File: config.mk
export PLATFORM = sky130hd
export DESIGN_NAME = copg_sqrt
export DESIGN_NICKNAME = d
export VERILOG_FILES = /design/src/sv/copg_sqrt.sv
export SDC_FILE = /design/constraint.sdc
export NUM_CORES = 1
export LEC_CHECK = 0
export BUFFER_PORTS_ARGS = -buffer_cell sky130_fd_sc_hd__buf_4
export CORE_ASPECT_RATIO = 0.7
export CORE_MARGIN = 1.5
export CORE_UTILIZATION = 40
export DETAILED_ROUTE_END_ITERATION = 10
export SYNTH_ARGS = -nofsm -noshare
export SYNTH_HDL_FRONTEND = slang
export SYNTH_SLANG_ARGS = --single-unit
File: constraint.sdc
create_clock -name clock -period 6.6 [get_ports clock]
set_clock_uncertainty 0.2 [all_clocks]
set_input_delay 1.32 -clock clock [delete_from_list [all_inputs] [get_ports clock]]
set_output_delay 1.32 -clock clock [all_outputs]
set_load 0.01 [all_outputs]
File: src/sv/copg_sqrt.sv
// ----------------------------------------------------------------------------
// copg_sqrt
// bit-serial integer square root of a 64 bit value, one result bit a cycle
// ----------------------------------------------------------------------------
module copg_sqrt (
   input  logic        clock,
   input  logic        reset,
   input  logic        start,
   input  logic [63:0] radicand,
   output logic        done,
   output logic [31:0] root
);
   logic [33:0] rem_ff, rem_in;
   logic [31:0] root_ff, root_in;
   logic [5:0]  cnt_ff, cnt_in;
   logic        busy_ff, busy_in;
   logic [33:0] trial;
   logic [33:0] part;

   function automatic logic [1:0] radicand_sh(input logic [5:0] c);
      logic [5:0] pos;
      begin
         pos = 6'd62 - {c[4:0], 1'b0};
         return radicand[pos +: 2];
      end
   endfunction

   // restoring method: bring down two bits, try 4*root+1
   always_comb begin
      part    = {rem_ff[31:0], radicand_sh(cnt_ff)};
      trial   = {root_ff, 2'b01};
      rem_in  = rem_ff;
      root_in = root_ff;
      cnt_in  = cnt_ff;
      busy_in = busy_ff;
      if (start) begin
         rem_in = '0; root_in = '0; cnt_in = 6'd0; busy_in = 1'b1;
      end else if (busy_ff) begin
         if (part >= trial) begin
            rem_in  = part - trial;
            root_in = {root_ff[30:0], 1'b1};
         end else begin
            rem_in  = part;
            root_in = {root_ff[30:0], 1'b0};
         end
         cnt_in = cnt_ff + 6'd1;
         if (cnt_ff == 6'd31) busy_in = 1'b0;
      end
   end

   always_ff @(posedge clock) begin
      if (reset) begin
         busy_ff <= 1'b0;
         cnt_ff  <= '0;
      end else begin
         busy_ff <= busy_in;
         cnt_ff  <= cnt_in;
      end
      rem_ff  <= rem_in;
      root_ff <= root_in;
   end

   assign done = busy_ff && (cnt_ff == 6'd31);
   assign root = root_in;
endmodule

==> reports/results.ini <==
[sta]
setup_slack_ns=0.293
slew_headroom_pct=39.2
fmax_mhz=159
hold_viol_final=0
fin_crit_sh_pct=95.6
finalCriticalPeriod_ns=6.31
tightest_slew_ns=0.900
drv_slew=0
rsz0062_at_grt=false
setup_tns_ns=0
setup_viol=0

[grt]
overflow=0
antenna_found_initial=0
grt_use_total_pct=20.4
grt_pass1_vias=4873
grt_pass1_wl_um=23500
grt_max_degree=63

[routing]
routed_wirelength_um=13800
drc_errors=0
vias_per_cell=5.64
drtIter0Drc=294
antenna_left=0
route.vias.total=5011
first_pass_iters=5
wire_per_inst_um=15.5

[clock_network]
cts.sinks=71
htree_levels=3
worstSkewPairLatency_ns=0.34
hold_buffers=0
tritoncts=done
clk_path_buf_depth=2
post_cts_buffers=0
clkSlewWorstSetupHoldPaths_ns=0.05
cts_buffers=9
cts.repair.resized=0
root_buffer=clkbuf_16

[pwr]
power_uw=2060
power_density_mw_per_mm2=320
peakVddDrop_mv=0.237
leakagePower_uw=0.00260

[synth]
ys_async_sr_fraction_pct=0
synth-edff-count=0
synthesis.area_mm2=0.00534
synth_nets=747
synth_ff_type=dfxtp_1
synth_seq_area_share_pct=26.6
ys_seq_elements=71
syn_avg_cell_area_um2=8.28
synthDistinctLibCells=66
syn_inst=645
ys.warnings.count=0

[placed_design]
port_buffers=99
gp_congestion=0.895
dpl_worst_slack_ns=0.322
hpwl_um=10200

[outcome]
status=finished, final reports clean

[setup_path]
end_kind=output port
setup.worst_path.start=radicand[35]
cp_cell_sequence=buf_4 > mux4_2 > mux4_2 > nor2_1 > a31oi_2 > inv_1 > ha_1 > nand2b_1 > a211oi_1 > o21ai_1 > o221ai_2 > a31oi_4 > o31ai_4 > and2_1 > mux2i_1 > nor2_1 > buf_4
max_stage_delay_ns=0.46
cp.arrival_ns=4.79
r2r-start=cnt_ff[2]$_SDFFE_PP0P_
critPathMaxFanout=7
worstSetupPathType=in2out
cp_slowest_cell=mux4_2
required_ns=5.08
worstSetupStartpointType=primary input

[min_path]
hp-start=rem_ff[0]$_SDFFE_PP0P_
hp-class=reg2reg

[die]
die_w_um=141
ioPinCount=100
num_rows=35
core-area_mm2=0.0131
initial_core_util_pct=40.8
dieArea_mm2=0.0141
die_height_um=99.7

[finish]
final_common_cell=buf_4
area_growth_pct=20.5
nNetsFinal=821
layout_common_cells=buf_4 (105), nor2_1 (85), dfxtp_1 (70)
fill_cells=1273
drive_gt1_share_pct=20.9
diodes=0

[flow_run]
drv_cap=0

[synthesized netlist by cell type (9+ instances only)]
| cell | instances | area, um^2 |
|---|---|---|
| inv_1 | 44 | 165 |
| o21ai_0 | 16 | 80.1 |
| ha_1 | 35 | 438 |
| nor3_1 | 9 | 45.0 |
| clkbuf_1 | 22 | 82.6 |
| nor2_1 | 85 | 319 |
| mux2i_1 | 38 | 380 |
| o21ai_1 | 9 | 45.0 |
| nand3_1 | 20 | 100 |
| dfxtp_1 | 71 | 1420 |
| xor2_1 | 14 | 123 |
| o21bai_1 | 9 | 67.6 |
| a311oi_1 | 22 | 193 |
| nand2_1 | 61 | 229 |
| mux4_2 | 15 | 338 |
| xnor2_1 | 9 | 78.8 |
| a21oi_1 | 29 | 145 |
[worst max-delay path: cells and delay by family]
kind	cells	cell delay, ns
AO/OA/AOI/OAI	6	1.32
AND/OR/NAND/NOR	4	0.51
adder cells (fa/ha/maj)	1	0.17
buffers and inverters	3	0.40
multiplexers	3	1.05
[worst paths after layout]
| check | depth (start not counted) | end | slack [ns] |
|---|---|---|---|
| setup / recovery | 17 | root[0] | 0.29 |
| hold / removal | 2 | rem_ff[2]$_SDFFE_PP0P_ | 0.30 |
| setup reg to reg | 16 | rem_ff[22]$_SDFFE_PP0P_ | 1.61 |
| hold reg to reg | 2 | rem_ff[2]$_SDFFE_PP0P_ | 0.30 |
[state kept, by name (all words and copies together) (netlist names)]
register  cells
cnt_ff        6
root_ff      32
rem_ff       32
busy_ff       1
[per-stage QoR]
| step | hold slack, ns | instances | instance area [um^2] | util, % |
|---|---|---|---|---|
| final | 0.299 | 889 | 6440 | 49.2 |
| after global routing | 0.333 | 889 | 6440 | 49.2 |
| after CTS | 0.296 | 889 | 6440 | 49.2 |
| after detailed placement | 0.294 | 874 | 6140 | 46.9 |
| after global placement | 0.285 | 874 | 6140 | 46.9 |
| after floorplan | 0.265 | 645 | 5340 | - |
[cell families after synthesis]
family                     after synthesis  share of synthesized area [%]
DFF                                     71                           26.6
xor gates and xnor gates                23                           3.77
and+or+nand+nor                        225                           19.3
AOI/OAI and AO/OA                      150                           21.3
buffers and inverters                   86                           6.93
adders and majority gates               35                           8.20
muxes                                   55                           13.9
[report_power, final]
group	total [uW]	internal (uW)	switching [uW]
logic	1060	427	632
clock network	490	310	180
registers	510	470	39.9
[per-layer routing]
metal | up-vias | track usage, % | share of wire (%)
met4 | 0 | 5.77 | 1.2
met2 | 98 | 32.4 | 45
met1 | 2400 | 28.1 | 50
met5 | - | 0 | 0
li1 | 2497 | - | -
met3 | 16 | 4.14 | 3.6
[area by class of cell]
cell class / count / area, um^2 / area share [%]
multi-input combinational: 488 / 3550 / 55.2
sequential: 71 / 1430 / 22.1
timing repair buffer: 105 / 788 / 12.2
clock buffer: 12 / 256 / 3.99
tap: 166 / 208 / 3.23
inverter: 44 / 165 / 2.57
clock inverter: 3 / 42.5 / 0.661
Power figures use the tool's default switching activity.
